`src/rtl/core/jahg_pkg.sv`:
```
// jahg_pkg: shared widths, register indexes, reset values, sequencer
// states and lane control structs for the joint admittance hold/guide block.
// No dependencies.
package jahg_pkg;

  localparam int JOINTS_DEF = 6;

  localparam int TQ_W    = 16;  // Q8.8 torque
  localparam int POS_W   = 20;  // Q4.16 position
  localparam int VEL_W   = 16;  // Q4.12 velocity
  localparam int GAIN_W  = 16;  // Q0.16 gain
  localparam int LIM_W   = 15;  // clamp and threshold registers
  localparam int STEP_W  = 16;  // Q0.16 period
  localparam int PEAK_W  = 16;
  localparam int IDX_W   = 3;
  localparam int PROD_W  = 32;
  localparam int FRAC_SH = 12;
  localparam int CFG_AW  = 3;
  localparam int CFG_DW  = 48;
  localparam int GAIN_SLOTS = 3;  // gains per 48-bit register

  localparam logic [PROD_W-1:0] ROUND_HALF = PROD_W'(1) << (FRAC_SH - 1);

  localparam logic [CFG_AW-1:0] REG_GAINS_LO  = 3'd0;
  localparam logic [CFG_AW-1:0] REG_GAINS_HI  = 3'd1;
  localparam logic [CFG_AW-1:0] REG_MAX_VEL   = 3'd2;
  localparam logic [CFG_AW-1:0] REG_HOLD_THR  = 3'd3;
  localparam logic [CFG_AW-1:0] REG_GUIDE_THR = 3'd4;
  localparam logic [CFG_AW-1:0] REG_STEP_TIME = 3'd5;

  localparam logic [CFG_DW-1:0] GAINS_RST     = 48'd14074822593741;
  localparam logic [LIM_W-1:0]  MAX_VEL_RST   = 15'd2048;
  localparam logic [LIM_W-1:0]  HOLD_THR_RST  = 15'd128;
  localparam logic [LIM_W-1:0]  GUIDE_THR_RST = 15'd256;
  localparam logic [STEP_W-1:0] STEP_TIME_RST = 16'd66;

  typedef enum logic [1:0] {
    S_IDLE,
    S_CLAMP,
    S_SUM,
    S_OUT
  } seq_state_t;

  // sequencer strobes shared by lanes and the merge stage
  typedef struct packed {
    logic load;
    logic clamp;
    logic sum;
  } seq_ctl_t;

  typedef struct packed {
    seq_ctl_t seq;
    logic     latch;
    logic     hold;
  } lane_ctl_t;

endpackage

```
`src/rtl/core/jahg_lane.sv`:
```
// jahg_lane: one joint's admittance datapath: gain multiply, round and clamp,
// period multiply, target add with saturation, and the latched hold pose.
// Depends on jahg_pkg.
module jahg_lane (
  input  logic                                clk,
  input  jahg_pkg::lane_ctl_t                 ctl,
  input  logic        [jahg_pkg::TQ_W-1:0]    torque,
  input  logic        [jahg_pkg::POS_W-1:0]   position,
  input  logic        [jahg_pkg::GAIN_W-1:0]  gain,
  input  logic        [jahg_pkg::LIM_W-1:0]   max_vel,
  input  logic        [jahg_pkg::STEP_W-1:0]  step_time,
  output logic        [jahg_pkg::PEAK_W-1:0]  mag,
  output logic signed [jahg_pkg::VEL_W-1:0]   vel,
  output logic signed [jahg_pkg::POS_W-1:0]   tgt
);
  localparam int PW = jahg_pkg::POS_W;
  localparam int LW = jahg_pkg::LIM_W;
  localparam int RW = jahg_pkg::PROD_W - jahg_pkg::FRAC_SH;

  logic                              neg_r;
  logic [PW-1:0]                     pos_r;
  logic [jahg_pkg::PROD_W-1:0]       prod_r;
  logic [LW-1:0]                     vm_r;
  logic [jahg_pkg::PROD_W-1:0]       dprod_r;
  logic [PW-1:0]                     hold_pose_r;
  logic signed [jahg_pkg::VEL_W-1:0] vel_r;
  logic signed [PW-1:0]              tgt_r;

  logic [jahg_pkg::PROD_W-1:0] prod;
  logic [jahg_pkg::PROD_W-1:0] vel_rnd;
  logic [RW-1:0]               vmag;
  logic [LW-1:0]               vclamp;
  logic [jahg_pkg::PROD_W-1:0] dprod;
  logic [jahg_pkg::PROD_W-1:0] d_rnd;
  logic [PW:0]                 pos_ext;
  logic [PW:0]                 d_ext;
  logic [PW:0]                 sum;
  logic [PW-1:0]               tgt_sat;
  logic [jahg_pkg::VEL_W-1:0]  vm_ext;
  logic [jahg_pkg::VEL_W-1:0]  vel_s;

  assign mag  = torque[jahg_pkg::TQ_W-1] ? jahg_pkg::PEAK_W'(-torque) : torque;
  assign prod = mag * gain;

  // Q8.24 -> Q4.12, half away from zero on the magnitude
  assign vel_rnd = prod_r + jahg_pkg::ROUND_HALF;
  assign vmag    = vel_rnd[jahg_pkg::PROD_W-1:jahg_pkg::FRAC_SH];
  assign vclamp  = (vmag > RW'(max_vel)) ? max_vel : vmag[LW-1:0];
  assign dprod   = vclamp * step_time;

  assign d_rnd   = dprod_r + jahg_pkg::ROUND_HALF;
  assign pos_ext = {pos_r[PW-1], pos_r};
  assign d_ext   = (PW+1)'(d_rnd[jahg_pkg::PROD_W-1:jahg_pkg::FRAC_SH]);
  assign sum     = neg_r ? (pos_ext - d_ext) : (pos_ext + d_ext);

  always_comb begin
    if (sum[PW] != sum[PW-1]) begin
      tgt_sat = sum[PW] ? {1'b1, {(PW-1){1'b0}}} : {1'b0, {(PW-1){1'b1}}};
    end else begin
      tgt_sat = sum[PW-1:0];
    end
  end

  assign vm_ext = jahg_pkg::VEL_W'(vm_r);
  assign vel_s  = neg_r ? (-vm_ext) : vm_ext;

  always_ff @(posedge clk) begin
    if (ctl.seq.load) begin
      neg_r  <= torque[jahg_pkg::TQ_W-1];
      pos_r  <= position;
      prod_r <= prod;
    end
    if (ctl.seq.clamp) begin
      vm_r    <= vclamp;
      dprod_r <= dprod;
    end
    if (ctl.latch) begin
      hold_pose_r <= pos_r;
    end
    if (ctl.seq.sum) begin
      vel_r <= ctl.hold ? '0 : $signed(vel_s);
      tgt_r <= ctl.hold ? $signed(hold_pose_r) : $signed(tgt_sat);
    end
  end

  assign vel = vel_r;
  assign tgt = tgt_r;

endmodule

```
`config.mk`:
```
export PLATFORM = sky130hd
export DESIGN_NAME = jahg_lane
export DESIGN_NICKNAME = d
export VERILOG_FILES = /design/src/rtl/core/jahg_pkg.sv /design/src/rtl/core/jahg_lane.sv
export SDC_FILE = /design/constraint.sdc
export NUM_CORES = 1
export LEC_CHECK = 0
export BUFFER_PORTS_ARGS = -buffer_cell sky130_fd_sc_hd__buf_2
export CAP_MARGIN = 20
export CORE_AREA = 4 4 177 351
export CTS_CLUSTER_DIAMETER = 200
export CTS_CLUSTER_SIZE = 14
export DETAILED_ROUTE_END_ITERATION = 10
export DIE_AREA = 0 0 181 355
export PLACE_DENSITY = 0.58
export SLEW_MARGIN = 20
export SYNTH_ARGS = -nofsm -noshare
export SYNTH_HDL_FRONTEND = slang
export SYNTH_SLANG_ARGS = --single-unit
```
`constraint.sdc`:
```
create_clock -name clk -period 12.4 [get_ports clk]
set_input_delay 1.86 -clock clk [delete_from_list [all_inputs] [get_ports clk]]
set_output_delay 1.86 -clock clk [all_outputs]
set_load 0.05 [all_outputs]
```
[Word level (Yosys, flattened, before mapping)]
Cells that the tools add are included.
Word-level totals
  bits in registers: 155
  bits in latches: 0
  RAM bits: 0
  bits in read-only memories: 0
  input port bits: 89
  output and inout bits: 52
  memories: 0
Operators by class
  add/sub/neg operators: 6
  $mul: 2
  div/mod/pow operators: 0
  order comparisons: 1
  equality and inequality tests: 1
  shift operators: 0
  muxes and demuxes: 7
  bitwise operators: 1
  reduce and logical (&&, ||, !) cells: 1
Operators by type and width (number)
  $mux W20: 3
  $add A31 B12 Y32 const B: 1
  $add A32 B12 Y32 const B: 1
  $mul A16 B16 Y32: 1
  $mul A15 B16 Y31: 1
  $mux W15: 2
  $add A21 B20 Y21: 1
  $mux W21: 1
  $sub A21 B20 Y21: 1
  $gt A20 B15 Y1: 1
  $mux W16: 1
  $neg A15 Y16: 1
  $neg A16 Y16: 1
  $reduce_or A2 Y1: 1
  $ne A1 B1 Y1: 1
  $not A1 Y1: 1

[Logic depth before layout (Yosys ltp)]
  depth in word-level cells: 6
  mapped depth: 38
  depth with buffers taken out: 36

[Least setup slack after synthesis]
No wires, ideal clock.
  path type: input-to-reg
  start point: input max_vel[13] (netlist name)
  end point: register dprod_r[29] (netlist name), data pin
  setup time: 271 ps
  arrival: 9525 ps
  slack: 2604 ps
  cell stages on the path: 30
  buffers on the path: 3
  cells stage by stage: inv_1 > ha_1 > a21o_1 > a221o_1 > o31a_1 > nor3_2 > buf_2 > buf_2 > nand2_1 > o21ai_1 > buf_2 > nand2_1 > fa_1 > fa_1 > fa_1 > inv_1 > fa_1 > fa_1 > fa_1 > ha_1 > a21o_1 > a21o_1 > a21o_1 > a221o_1 > a21oi_1 > nor2_1 > a211oi_1 > o21ai_1 > mux2i_1 > o2111ai_1
Between the ends
  word-level cells in the longest chain between the ends: 3
Ends and longest elaborated chain
  start: declaration: line jahg_lane.sv:10  | input logic [jahg_pkg::LIM_W-1:0] max_vel,
  $gt A20 B15 Y1: line jahg_lane.sv:48  | assign vclamp = (vmag > RW'(max_vel)) ? max_vel : vmag[LW-1:0];
  $mux W15: line jahg_lane.sv:48
  via vclamp[6]: line jahg_lane.sv:32  | logic [LW-1:0] vclamp;
  $mul A15 B16 Y31: line jahg_lane.sv:49  | assign dprod = vclamp * step_time;
  via dprod (one bit): line jahg_lane.sv:33  | logic [jahg_pkg::PROD_W-1:0] dprod;
  end signal: assignment: line jahg_lane.sv:75  | dprod_r <= dprod;
  end: declaration: line jahg_lane.sv:24  | logic [jahg_pkg::PROD_W-1:0] dprod_r;
The timed path passes the listed nets, and every way through them passes these cells.
A chain may end at the register's enable or synchronous reset.

[Final worst setup path]
  start point: register prod_r[13] (netlist name)
  end point: register dprod_r[29] (netlist name), data pin
Between the ends
  word-level cells in the longest chain between the ends: 4
Ends and longest elaborated chain
  start: declaration: line jahg_lane.sv:22  | logic [jahg_pkg::PROD_W-1:0] prod_r;
  start signal: assignment: line jahg_lane.sv:71  | prod_r <= prod;
  $add A32 B12 Y32 *: line jahg_lane.sv:46  | assign vel_rnd = prod_r + jahg_pkg::ROUND_HALF;
  $gt A20 B15 Y1: line jahg_lane.sv:48
  $mux W15 *: line jahg_lane.sv:48
  $mul A15 B16 Y31 *: line jahg_lane.sv:49
  via dprod (one bit): line jahg_lane.sv:33
Mark *: on every way through the listed nets, which the timed path passes. The rest lies on a longest branch.

==> results by group <==
Status
  • Run status: finished, final reports clean

Finish
  • Commonest non-fill, non-tap cell in the layout: inv_1
  • Final Util: 43.21%
  • Fill cell count: 5890
  • Area delta synth->final: 9.231%
  • Commonest cells after routing, fill and taps aside: inv_1, fa_1, nand2_1
  • Reg area: 0.003994 mm2
  • Area of the multi-input gates: 0.01756 mm2
  • Fraction of layout cells with a size suffix above 1: 9.014%
  • Non-Filler Instances: 3372
  • Final net count: 3279

GRT
  • Global Route Usage Sum: 18.67%
  • Largest net degree at the start of global routing: 51
  • Initial antenna violation count: 2
  • Vias in the first global route: 18440
  • Total grt overflow: 0
  • First-pass GRT wire length: 97640 um

Die
  • Die Span Y: 355 um
  • Die area: 0.06426 mm2
  • Die Wd: 181 um
  • IO Count: 141
  • Row Count: 127
  • Initial Util: 39.56%
  • Core Area: 0.05959 mm2

Synthesis
  • Compound-Gate Fraction of Synth Area: 7.729%
  • Number of synthesized flops with an enable pin: 133
  • Ys flop type: edfxtp_1
  • Mapped Cells: 2476
  • Post-Synthesis Cell Area: 0.02357 mm2
  • Synth Register Bits: 133
  • Syn Nets: 3172
  • Post-Synth Adder-Cell Area: 44.10%
  • Post-synth ARST share: 0%
  • Largest family of logic cells by synthesized area: adder cells
  • Syn. warnings: 0
  • Post-Synth XOR/XNOR Area: 5.043%
  • Synth Area per Inst: 9.520 um2
  • Mux cell area share after synthesis: 0.9767%
  • Sequential area share after synthesis: 16.94%
  • Netlist cell types: 72
  • Simple-gate share of the synthesized area: 16.57%

Critical path
  • Reg2reg setup slack: 2.15 ns
  • Crit end category: register
  • Crit path max fanout: 16
  • Arr. time, crit path: 10.40 ns
  • WS Path Type: register to register
  • R2R Path End: dprod_r[29]
  • Critical path's most frequent cell: fa_1
  • Reg2reg path depth: 32
  • CP top delay family: adder cells
  • Worst Path Buf+Inv: 3
  • Setup crit start kind: register
  • CP Depth: 32
  • Critical path's largest stage delay: 0.70 ns
  • Req. time, crit path: 12.55 ns
  • Reg2reg start: prod_r[13]
  • Worst path slowest cell: mux2i_1

CTS
  • Clock Tree Buf Depth: 2
  • Clock Root Buffer: clkbuf_16
  • Setup bufs post-CTS: 0
  • Worst-Skew Late Latency: 0.43 ns
  • # clock sinks: 133
  • CTS hold repair buffers: 0
  • H-tree depth: 4
  • Post_cts resized: 0
  • CTS tree: built
  • Worst-path clk slew: 0.06 ns
  • TritonCTS Buffers: 17

STA
  • Clock Skew: 0.01323 ns
  • Final setup vio count: 0
  • Final Slew Violations: 0
  • Worst Max-Slew Pin Slew: 1.023 ns
  • Fin crit period: 10.25 ns
  • RSZ-0062 raised after global routing: false
  • Period utilisation layout: 82.64%
  • Setup TNS: 0 ns
  • Achievable frequency: 97.59 MHz
  • Rel. slew slack: 31.82%
  • Hold Vio Cnt, Final: 0

Placed design
  • Post-DP HPWL: 47120 um
  • GP Congestion: 0.8698
  • Port Buffers: 140
  • DP Cell Count: 3338

Hold path
  • HP Start: pos_r[6]
  • Hold EP: hold_pose_r[6]
  • Worst Hold Class: register to register
  • Worst hold path depth: 0

Drt
  • Vias per inst: 5.114
  • Routed Antenna Nets: 0
  • DR DRC count: 0
  • DRT Pass-1 Iters: 5
  • Initial DRC count: 826
  • WL/cell: 17.33 um
  • Vias post-DR: 17250
  • Routed wire length: 58440 um

Job
  • # Max-Cap Violations: 0
-- worst max path at each step --
stage / start / end
after detailed placement: max_vel[7] / dprod_r[29]
after floorplan: max_vel[13] / dprod_r[29]
after global routing: prod_r[15] / dprod_r[29]
final: prod_r[13] / dprod_r[29]
after global placement: max_vel[7] / dprod_r[29]
after CTS: prod_r[15] / dprod_r[29]
-- layout make-up --
type | instances | share of cell area [%]
clock buffers | 17 | 1.652
multi-input cells | 1810 | 68.21
flip-flops and latches | 133 | 15.51
inverters | 448 | 6.531
well taps | 774 | 3.761
clock inverters | 15 | 0.6317
diodes | 2 | 0.01944
repair buffers | 173 | 3.684
-- per-layer routing --
layer  part of all wire, %  track usage, %  wire, um
met5                     0               0         0
met3                   4.2           1.810      2453
met2                    49           32.34     28720
met1                    46           26.08     26640
met4                   1.1           2.840       617
-- cell usage after synthesis, types with 6 or more instances --
cell	instances	area (um2)
inv_1	448	1682
fa_1	373	7467
nand2_1	322	1209
ha_1	234	2928
and2_1	150	938.4
edfxtp_1	133	3994
nor2b_1	94	588.1
xnor2_1	82	718.2
clkbuf_1	68	255.2
nor2_1	68	255.2
a21oi_1	61	305.3
xor2_1	50	437.9
o21ai_0	40	200.2
a21o_1	37	277.8
nand3_1	26	130.1
nand4_1	20	125.1
and3_1	18	112.6
nand2b_1	16	100.1
nor3_1	16	80.08
a31oi_1	15	93.84
o21ai_1	15	75.07
mux2i_1	14	140.1
o21a_1	12	90.09
a211oi_1	11	82.58
nor4_1	11	68.82
buf_2	10	50.05
o31ai_1	10	75.07
mux2_2	8	90.09
or3_1	8	50.05
o211ai_1	7	52.55
o311ai_0	7	61.31
a31o_2	6	52.55
o21bai_1	6	45.04
-- registers in the layout (all words and copies together) (netlist names) --
name / cells
pos_r: 20
dprod_r: 20
hold_pose_r: 20
vm_r: 15
neg_r: 1
vel: 16
prod_r: 21
tgt: 20
-- per-stage QoR --
step	setup slack, ns	instance area [um2]	hold WS, ns
2_1_floorplan	2.604	23570	0.4264
3_3_place_gp	1.932	25150	0.4408
3_5_place_dp	1.827	25150	0.4443
4_1_cts	2.161	25740	0.4578
5_1_grt	1.454	25740	0.4686
6_report	2.153	25750	0.4522
-- cell families (layout without fill, tap and decap cells) --
family                   count (synthesis)  after routing
buffers and inverters                  533            653
XOR/XNOR                               134            134
adder cells (fa/ha/maj)                607            607
other                                    0              2
flip-flops                             133            133
AND/OR/NAND/NOR                        776            776
multiplexers                            22             22
AO/OA/AOI/OAI                          271            271
Power is left out: the tool's default activity adds up to more than one toggle a clock period on the data nets, which glitch-free logic cannot reach.
