File: config.mk
export PLATFORM = sky130hd
export DESIGN_NAME = jahg_merge
export DESIGN_NICKNAME = d
export VERILOG_FILES = /design/src/rtl/core/jahg_pkg.sv /design/src/rtl/core/jahg_merge.sv
export SDC_FILE = /design/constraint.sdc
export NUM_CORES = 1
export LEC_CHECK = 0
export ABC_AREA = 1
export BUFFER_PORTS_ARGS = -buffer_cell sky130_fd_sc_hd__buf_2
export CORE_MARGIN = 10
export CORE_UTILIZATION = 47
export DETAILED_ROUTE_END_ITERATION = 7
export GPL_TIMING_DRIVEN = 0
export PLACE_DENSITY_LB_ADDON = 0.12
export SETUP_SLACK_MARGIN = 0.2
export SYNTH_ARGS = -nofsm -noshare
export SYNTH_HDL_FRONTEND = slang
export SYNTH_SLANG_ARGS = --single-unit
export TNS_END_PERCENT = 5
File: constraint.sdc
create_clock -name clk -period 9.19 [get_ports clk]
set_clock_uncertainty 0.05 [all_clocks]
set_input_delay 0.919 -clock clk [delete_from_list [all_inputs] [get_ports clk]]
set_output_delay 0.919 -clock clk [all_outputs]
set_load 0.05 [all_outputs]
File: src/rtl/core/jahg_pkg.sv
// jahg_pkg: shared widths, register indexes, reset values, sequencer
// states and lane control structs for the joint admittance hold/guide block.
// No dependencies.
package jahg_pkg;

  localparam int JOINTS_DEF = 6;

  localparam int TQ_W    = 16;  // Q8.8 torque
  localparam int POS_W   = 20;  // Q4.16 position
  localparam int VEL_W   = 16;  // Q4.12 velocity
  localparam int GAIN_W  = 16;  // Q0.16 gain
  localparam int LIM_W   = 15;  // clamp and threshold registers
  localparam int STEP_W  = 16;  // Q0.16 period
  localparam int PEAK_W  = 16;
  localparam int IDX_W   = 3;
  localparam int PROD_W  = 32;
  localparam int FRAC_SH = 12;
  localparam int CFG_AW  = 3;
  localparam int CFG_DW  = 48;
  localparam int GAIN_SLOTS = 3;  // gains per 48-bit register

  localparam logic [PROD_W-1:0] ROUND_HALF = PROD_W'(1) << (FRAC_SH - 1);

  localparam logic [CFG_AW-1:0] REG_GAINS_LO  = 3'd0;
  localparam logic [CFG_AW-1:0] REG_GAINS_HI  = 3'd1;
  localparam logic [CFG_AW-1:0] REG_MAX_VEL   = 3'd2;
  localparam logic [CFG_AW-1:0] REG_HOLD_THR  = 3'd3;
  localparam logic [CFG_AW-1:0] REG_GUIDE_THR = 3'd4;
  localparam logic [CFG_AW-1:0] REG_STEP_TIME = 3'd5;

  localparam logic [CFG_DW-1:0] GAINS_RST     = 48'd14074822593741;
  localparam logic [LIM_W-1:0]  MAX_VEL_RST   = 15'd2048;
  localparam logic [LIM_W-1:0]  HOLD_THR_RST  = 15'd128;
  localparam logic [LIM_W-1:0]  GUIDE_THR_RST = 15'd256;
  localparam logic [STEP_W-1:0] STEP_TIME_RST = 16'd66;

  typedef enum logic [1:0] {
    S_IDLE,
    S_CLAMP,
    S_SUM,
    S_OUT
  } seq_state_t;

  // sequencer strobes shared by lanes and the merge stage
  typedef struct packed {
    logic load;
    logic clamp;
    logic sum;
  } seq_ctl_t;

  typedef struct packed {
    seq_ctl_t seq;
    logic     latch;
    logic     hold;
  } lane_ctl_t;

endpackage

File: src/rtl/core/jahg_merge.sv
// jahg_merge: peak absolute torque over all lanes and the hold/guide
// hysteresis switch, including the hold-pose latch strobe.
// Depends on jahg_pkg.
module jahg_merge #(
  parameter int JOINTS = jahg_pkg::JOINTS_DEF
) (
  input  logic                                    clk,
  input  logic                                    rst_n,
  input  jahg_pkg::seq_ctl_t                      seq,
  input  logic [JOINTS-1:0][jahg_pkg::PEAK_W-1:0] mags,
  input  logic [jahg_pkg::LIM_W-1:0]              hold_thr,
  input  logic [jahg_pkg::LIM_W-1:0]              guide_thr,
  output logic [jahg_pkg::PEAK_W-1:0]             peak,
  output logic                                    hold,
  output logic                                    latch
);
  localparam int KW = jahg_pkg::PEAK_W;

  logic [KW-1:0] peak_r;
  logic [KW-1:0] peak_nxt;
  logic          hold_r;
  logic          hold_nxt;
  logic          latched_r;
  logic          below_hold;
  logic          above_guide;

  always_comb begin
    peak_nxt = mags[0];
    for (int j = 1; j < JOINTS; j++) begin
      if (mags[j] > peak_nxt) begin
        peak_nxt = mags[j];
      end
    end
  end

  assign below_hold  = peak_r < KW'(hold_thr);
  assign above_guide = peak_r > KW'(guide_thr);
  assign hold_nxt    = hold_r ? !above_guide : below_hold;

  // first tick after reset always takes the pose
  assign latch = seq.clamp && (!latched_r || (!hold_r && below_hold));

  always_ff @(posedge clk) begin
    if (seq.load) begin
      peak_r <= peak_nxt;
    end
  end

  always_ff @(posedge clk) begin
    if (!rst_n) begin
      hold_r    <= 1'b1;
      latched_r <= 1'b0;
    end else if (seq.clamp) begin
      hold_r    <= hold_nxt;
      latched_r <= 1'b1;
    end
  end

  assign peak = peak_r;
  assign hold = hold_r;

endmodule

Word-level counts from Yosys, hierarchy flattened --
Index checks and enable logic that the tools add are counted.
Storage, ports and cells: flip-flop bits (word level) 18, input bits 131, logic and storage cells 22
Operators by class: $lt $le $gt $ge 7, multiplexer cells 6, reduce and logical (&&, ||, !) cells 6
Operators with widths (count):
- 16-bit > comparator | 5
- 16-bit 2-to-1 mux | 5
- 16-bit by 15-bit > comparator with 1-bit output | 1
- 16-bit by 15-bit < comparator with 1-bit output | 1
- 1-bit logical NOT | 3
- 1-bit logical AND | 2
- 1-bit logical OR | 1
- 1-bit 2-to-1 mux | 1

Longest topological paths before layout --
Gate-level depths: netlist of the first run.
word-level depth 10, gate-level depth with buffers 69, mapped depth without buffers 64

Worst setup path after synthesis of the first run --
No wires, ideal clock.
kind in2reg, from input mags[11] (netlist name), to register peak_r[10] (netlist: peak[10]) (data pin), library setup time 0.253 ns, data arrival time 8.731 ns, setup slack 0.156 ns, stages 49, buffers on the path 7, cells stage by stage inv_1 ha_1 a21oi_1 nand2_1 a21oi_1 nand2_2 nand2_2 clkbuf_1 clkbuf_1 nand2_1 o21ai_0 ha_1 a21oi_1 nand3b_1 a21oi_1 a2111oi_0 nand2_2 nand2_2 [... 13 more ...] nand4_1 nor3_1 nand4_2 buf_2 nand3_1 nand2_1 ha_1 nand2_1 nor2_1 a211oi_1 o221ai_1 nand2_1 o2111ai_1 nand2_1 clkinv_1 clkbuf_1 nand2_1 nand2_1
Between the ends: cells in the longest elaborated chain, start to end 10
Ends and longest elaborated chain:
- from (decl) | line jahg_merge.sv:10 | input logic [JOINTS-1:0][jahg_pkg::PEAK_W-1:0] mags,
- 16-bit > comparator | line jahg_merge.sv:30 | if (mags[j] > peak_nxt) begin
- 16-bit 2-to-1 mux * | line jahg_merge.sv:30
- 16-bit > comparator | line jahg_merge.sv:30
- 16-bit 2-to-1 mux * | line jahg_merge.sv:30
- 16-bit > comparator | line jahg_merge.sv:30
- 16-bit 2-to-1 mux * | line jahg_merge.sv:30
- 16-bit > comparator | line jahg_merge.sv:30
- 16-bit 2-to-1 mux * | line jahg_merge.sv:30
- 16-bit > comparator | line jahg_merge.sv:30
- 16-bit 2-to-1 mux * | line jahg_merge.sv:30
- named net peak_nxt[10] | line jahg_merge.sv:20 | logic [KW-1:0] peak_nxt;
- to (signal assigned) | line jahg_merge.sv:45 | peak_r <= peak_nxt;
- to (decl) | line jahg_merge.sv:19 | logic [KW-1:0] peak_r;
Mark *: on every way through the listed nets, which the timed path passes. The rest lies on a longest branch. A chain may end at the register's enable or synchronous reset.

Worst setup path in the final report of the first run --
from input mags[11] (netlist name), to register peak_r[11] (netlist: peak[11]) (data pin)
The elaborated chain is that of the path after synthesis.

==> flow_summary.yaml, run 1 <==
yosys:
  synth_async_sr_flop_share_pct: 0
  synth-xor-area-share_pct: 0
  synth_flop_cell: "edfxtp_1"
  synth-adder-area-share_pct: 31.1
  synth_area_um2: 4230
  synth_top_family_by_area: "simple AND/OR/NAND/NOR gates"
  syn_nets: 883
  synth_area_leader_cell: "ha_1"
  yosysSeqAreaShare_pct: 12.3
  synthMuxAreaShare_pct: 0
  ys_warn_count: 0
  synth_top_cell_area_share_pct: 31.1
  ys_types: 39
  synth_edf_count: 16
  yosys-top-cells-area: "ha_1 (31%), nand2_1 (16%), edfxtp_1 (11%), inv_1 (8.2%), nand3_1 (6.0%)"
  syn_area_per_cell_um2: 6.53
  syn_inst: 647
  yosys.area_share.simple_pct: 32.1
  ys_seq_elements: 18
  synth_compound_area_share_pct: 14.5
floorplanning:
  die-area_um2: 13200
  ioPinCount: 149
  initial_utilization_pct: 48.5
  coreArea_um2: 8720
  die_w_um: 115
  rows: 34
  die_h_um: 115
worst_setup_path:
  worst-path-max-fanout: 10
  end_kind: "flop"
  cp_top_family: "simple AND/OR/NAND/NOR gates"
  slowest_delay_ps: 300
  critical_path.slowest_cell: "ha_4"
  critPathRequiredTime_ps: 9140
  worst-setup-path-type: "in -> reg"
  cp_num_buf_inv: 10
  arrival_ps: 8580
  start_kind: "input port"
  crit_path_frequent_cell: "nand2_1"
min_path:
  hp-class: "reg -> reg"
clocking:
  clock_sinks: 18
  cts_hold_buf: 0
  cts-root-buf: "clkbuf_8"
  clk_path_buf_depth: 2
  path_clk_slew_ps: 60
  cts_tree: "yes"
  htree_levels: 1
  numCtsBuffers: 3
  insertion_delay_ps: 250
timing:
  maxSlewHeadroom_pct: 73.1
  setup_viol: 0
  max_freq_mhz: 116
  rsz0062_at_grt: "false"
  tns_ps: 0
  hold_viol: 0
  setup_ws_ps: 568
  period_share_pct: 93.8
  tightestPinTransition_ps: 398
  slew_violations: 0
  final.min_clock_period_ps: 8620
placed_design:
  hpwl_um: 11600
  io_buffer_count: 147
  pre_cts_slack_ps: -2370
  place_congestion: 0.918
global_routing:
  antenna_found_initial: 4
  grt_max_degree: 17
  grt_overflow: 0
  grt_pass1_wl_um: 21400
  track_usage_pct: 19.3
  first_global_vias: 4885
run:
  maxCapViolCount: 0
route:
  dr_total_vias: 4900
  first_pass_iters: 6
  ant_nets: 0
  route.detailed.drc: 0
  routedWlPerCell_um: 15.0
  vias_per_cell: 5.24
  drt-initial-drc-count: 229
  routed_wl_um: 14000
pwr:
  vdd_ir_drop_max_mv: 0.133
  power_density_nw_per_um2: 240
  p_leak_nw: 3.30
finish:
  fin_nets: 1062
  areaGrowthSynthToFinish_pct: 37.8
  layout-drive-gt1-share_pct: 32.2
  final_util_pct: 66.8
outcome:
  status: "finished clean"
## kinds of logic after synthesis
group | after synthesis
and+or+nand+nor | 306
AOI/OAI and AO/OA | 110
buffers and inverters | 108
adders and majority gates | 105
DFF | 18
## worst reg2reg max path: stages, from the launching register on
cell,delay (ps)
edfxtp_1,430
ha_1,330
nand3_1,110
o211ai_1,180
a21oi_1,90
nor2_1,110
nor2_1,50
o21ai_0,250
nand2_1,110
o2111ai_1,90
nand3_1,100
a21oi_1,130
nand2_1,60
## layout make-up
class / count / area [um^2]
repair buffers: 174 / 983
multi-input cells: 521 / 3590
plain buffers: 14 / 186
inverters: 94 / 358
well taps: 108 / 135
clock buffers: 3 / 41.3
diodes: 2 / 5.00
clock inverters: 1 / 3.75
fillers: 770 / 2900
flip-flops and latches: 18 / 520
## per-layer routing
metal  share of wire, %  track usage (%)  vias to the layer above
met1                 37             18.8                     2129
met4                5.3             9.65                        4
li1                   -                -                     2553
met5               0.19                0                        -
met2                 50             36.5                      166
met3                8.1             5.42                       48
## placed cells by master, fill, tap and decap left out, types with 3 or more instances in the layout
| cell | count |
|---|---|
| buf_6 | 7 |
| nand4_1 | 9 |
| buf_2 | 147 |
| clkbuf_8 | 7 |
| nor3_1 | 4 |
| nor2_2 | 5 |
| nand2_2 | 19 |
| ha_1 | 100 |
| inv_1 | 91 |
| ha_4 | 5 |
| nand3b_1 | 4 |
| nand3_1 | 51 |
| a21oi_1 | 31 |
| nand2_1 | 177 |
| buf_4 | 22 |
| buf_8 | 6 |
| o21ai_0 | 21 |
| nand2_4 | 4 |
| a211oi_2 | 4 |
| a21oi_2 | 7 |
| o21ai_1 | 15 |
| o211ai_1 | 3 |
| o21ai_2 | 15 |
| nor2_1 | 20 |
| and3_1 | 3 |
| edfxtp_1 | 16 |
## synthesized netlist by cell type, types with 6 or more instances
master / n
nand2_2: 17
edfxtp_1: 16
clkbuf_1: 10
inv_1: 92
o21ai_0: 50
ha_1: 105
nor3_1: 6
nand3_1: 51
nand2_1: 182
nand4_1: 9
a211oi_1: 6
a21oi_1: 38
nor2_1: 24
## per-stage QoR
| step | hold slack [ps] | area (um^2) | total power [mW] | cells |
|---|---|---|---|---|
| global route | 466 | 5820 | 1.54 | 935 |
| detailed placement | 422 | 5100 | 1.12 | 902 |
| finish | 433 | 5820 | 1.40 | 935 |
| floorplan | 383 | 4230 | 0.882 | 647 |
| CTS | 437 | 5510 | 1.29 | 924 |
| global placement | 399 | 5100 | 1.09 | 902 |
## path summary, 6_finish.rpt
path | from | end | slack [ps] | cells after the start
setup reg to reg | peak[2]$_DFFE_PP_ | hold$_SDFFE_PN1P_ | 6970 | 12
hold / removal | latched_r$_SDFFE_PN0P_ | latched_r$_SDFFE_PN0P_ | 430 | 2
setup / recovery | mags[11] | peak[11]$_DFFE_PP_ | 570 | 54
hold reg to reg | latched_r$_SDFFE_PN0P_ | latched_r$_SDFFE_PN0P_ | 430 | 2
## flip-flops by register name, indices dropped and copies added (netlist names)
name,cells
hold,1
peak,16
latched_r,1
## report_power, final
group,switching (mW),internal [mW]
Combinational,0.698,0.460
Sequential,0.0342,0.154
Clock,0.0237,0.0296
Total,0.756,0.644
## what timing repair did
item	in CTS	in global routing
pin swaps	26	37
endpoints found under the setup margin	16	16
gates cloned	3	1
setup buffers	15	8
resized for setup	76	63
No activity file was read; power rests on OpenSTA's default activity.
==> run 2: changes to the inputs <==
- CTS_BUF_LIST: not set -> sky130_fd_sc_hd__clkbuf_16
- PLACE_DENSITY_LB_ADDON: 0.12 -> 0.05
==> run 2 against run 1 <==
  * First-iteration DRC count fell by 15%
  * Count of clock-buffer cells in the layout did not move
  * Die area did not move
  * Largest power group unchanged
  * Setup slack got worse by 29 ps
  * Largest cell class unchanged
  * Highest routed layer unchanged
  * Total power rose by 6.1%
  * Fmax fell by 0.33%
  * Flip-flop and latch count did not move
==> flow_summary.yaml, run 2 (synthesis results as in run 1) <==
outcome:
  status: "finished clean"
clocking:
  clk_path_buf_depth: 2
  cts_tree: "yes"
  numCtsBuffers: 3
  insertion_delay_ps: 250
  cts_hold_buf: 0
  path_clk_slew_ps: 50
  htree_levels: 1
  cts-root-buf: "clkbuf_16"
  clock_sinks: 18
global_routing:
  first_global_vias: 5150
  grt_max_degree: 17
  track_usage_pct: 20.0
  grt_overflow: 0
  antenna_found_initial: 3
  grt_pass1_wl_um: 22300
floorplanning:
  coreArea_um2: 8720
  die_h_um: 115
  rows: 34
  initial_utilization_pct: 48.5
  ioPinCount: 149
  die-area_um2: 13200
  die_w_um: 115
timing:
  tightestPinTransition_ps: 416
  slew_violations: 0
  period_share_pct: 94.1
  setup_ws_ps: 540
  maxSlewHeadroom_pct: 71.9
  max_freq_mhz: 116
  final.min_clock_period_ps: 8650
  hold_viol: 0
  rsz0062_at_grt: "false"
  setup_viol: 0
  holdWs_ps: 442
route:
  drt-initial-drc-count: 194
  routed_wl_um: 14000
  routedWlPerCell_um: 14.7
  vias_per_cell: 5.18
  ant_nets: 0
  first_pass_iters: 4
  dr_total_vias: 4932
  route.detailed.drc: 0
placed_design:
  hpwl_um: 11600
  io_buffer_count: 147
  pre_cts_slack_ps: -2370
  place_congestion: 0.873
  dp.cells: 902
worst_setup_path:
  start_kind: "input port"
  slowest_delay_ps: 560
  worst-setup-path-type: "in -> reg"
  end_kind: "flop"
  worst-path-max-fanout: 10
  arrival_ps: 8600
  critical_path.slowest_cell: "or4_4"
  critPathRequiredTime_ps: 9140
finish:
  final_cell_mix: "nand2_1 (175), buf_2 (147), ha_1 (95)"
  final_util_pct: 69.7
  final_cells: 952
  fin_nets: 1079
  layout_commonest_cell: "nand2_1"
  areaGrowthSynthToFinish_pct: 43.8
  layout-drive-gt1-share_pct: 35.7
  largest_reg_flops: 16
run:
  maxCapViolCount: 0
pwr:
  p_sw_share_pct: 52.5
  power.total_mw: 1.48
  p_leak_nw: 3.42
  p_int_mw: 0.705
  power_density_nw_per_um2: 244
  p_sw_mw: 0.779
  pwr-share-seq_pct: 12.6
  vdd_ir_drop_max_mv: 0.137
  p_comb_share_pct: 81.5
  p_clk_share_pct: 5.8
min_path:
  hp-class: "reg -> reg"
==> run 2: cell count changes in the layout (fill, tap and decap cells not counted), sizes merged <==
| cell | delta |
|---|---|
| clkbuf | +6 |
| buf | +11 |
==> run 2: cell type report <==
class,count,area [um^2]
Tap cell,108,135
Multi-Input combinational cell,521,3670
Timing Repair Buffer,191,1100
Clock buffer,3,75.1
Sequential cell,18,520
Clock inverter,1,3.75
Antenna cell,2,5.00
Fill cell,777,2640
Inverter,94,358
Buffer,14,215
==> run 2: through the flow <==
stage,TNS (ps),area (um^2)
global route,0,6070
CTS,0,5840
floorplan,0,4230
detailed placement,-36190,5100
finish,0,6080
global placement,-34190,5100
==> run 2: worst paths after layout <==
path | startpoint | end | slack (ps) | depth (start not counted)
worst max-delay path | mags[11] | peak[6]$_DFFE_PP_ | 540 | 53
worst min-delay path | hold$_SDFFE_PN1P_ | hold$_SDFFE_PN1P_ | 440 | 2
worst max register to register | peak[3]$_DFFE_PP_ | hold$_SDFFE_PN1P_ | 7020 | 12
worst min register to register | hold$_SDFFE_PN1P_ | hold$_SDFFE_PN1P_ | 440 | 2
==> run 2: worst max-delay path: cells and delay by family <==
family | cells | cell delay, ps
AO/OA/AOI/OAI | 9 | 1230
adder cells (fa/ha/maj) | 5 | 1450
buffers and inverters | 13 | 1730
AND/OR/NAND/NOR | 26 | 3220
==> run 2: metal layers <==
metal / up-vias / global-route usage (%) / share of wire [%]
li1: 2586 / - / -
met1: 2172 / 19.2 / 37
met2: 140 / 39.8 / 51
met3: 30 / 5.00 / 7.6
met4: 4 / 7.01 / 3.2
met5: - / 0 / 0.20
==> run 2: timing repair <==
| action | CTS | global route |
|---|---|---|
| endpoints found under the setup margin | 16 | 16 |
| pin swaps | 42 | 34 |
| cloned | 4 | 0 |
| buffers inserted | 33 | 7 |
| gates resized for setup | 106 | 59 |
==> run 2: power by group through the flow <==
stage	sequential (mW)	combinational (mW)	clock [mW]
global placement	0.186	0.906	0
CTS	0.188	1.14	0.0873
finish	0.188	1.21	0.0864
floorplan	0.319	0.563	0
global route	0.193	1.35	0.0924
detailed placement	0.189	0.936	0
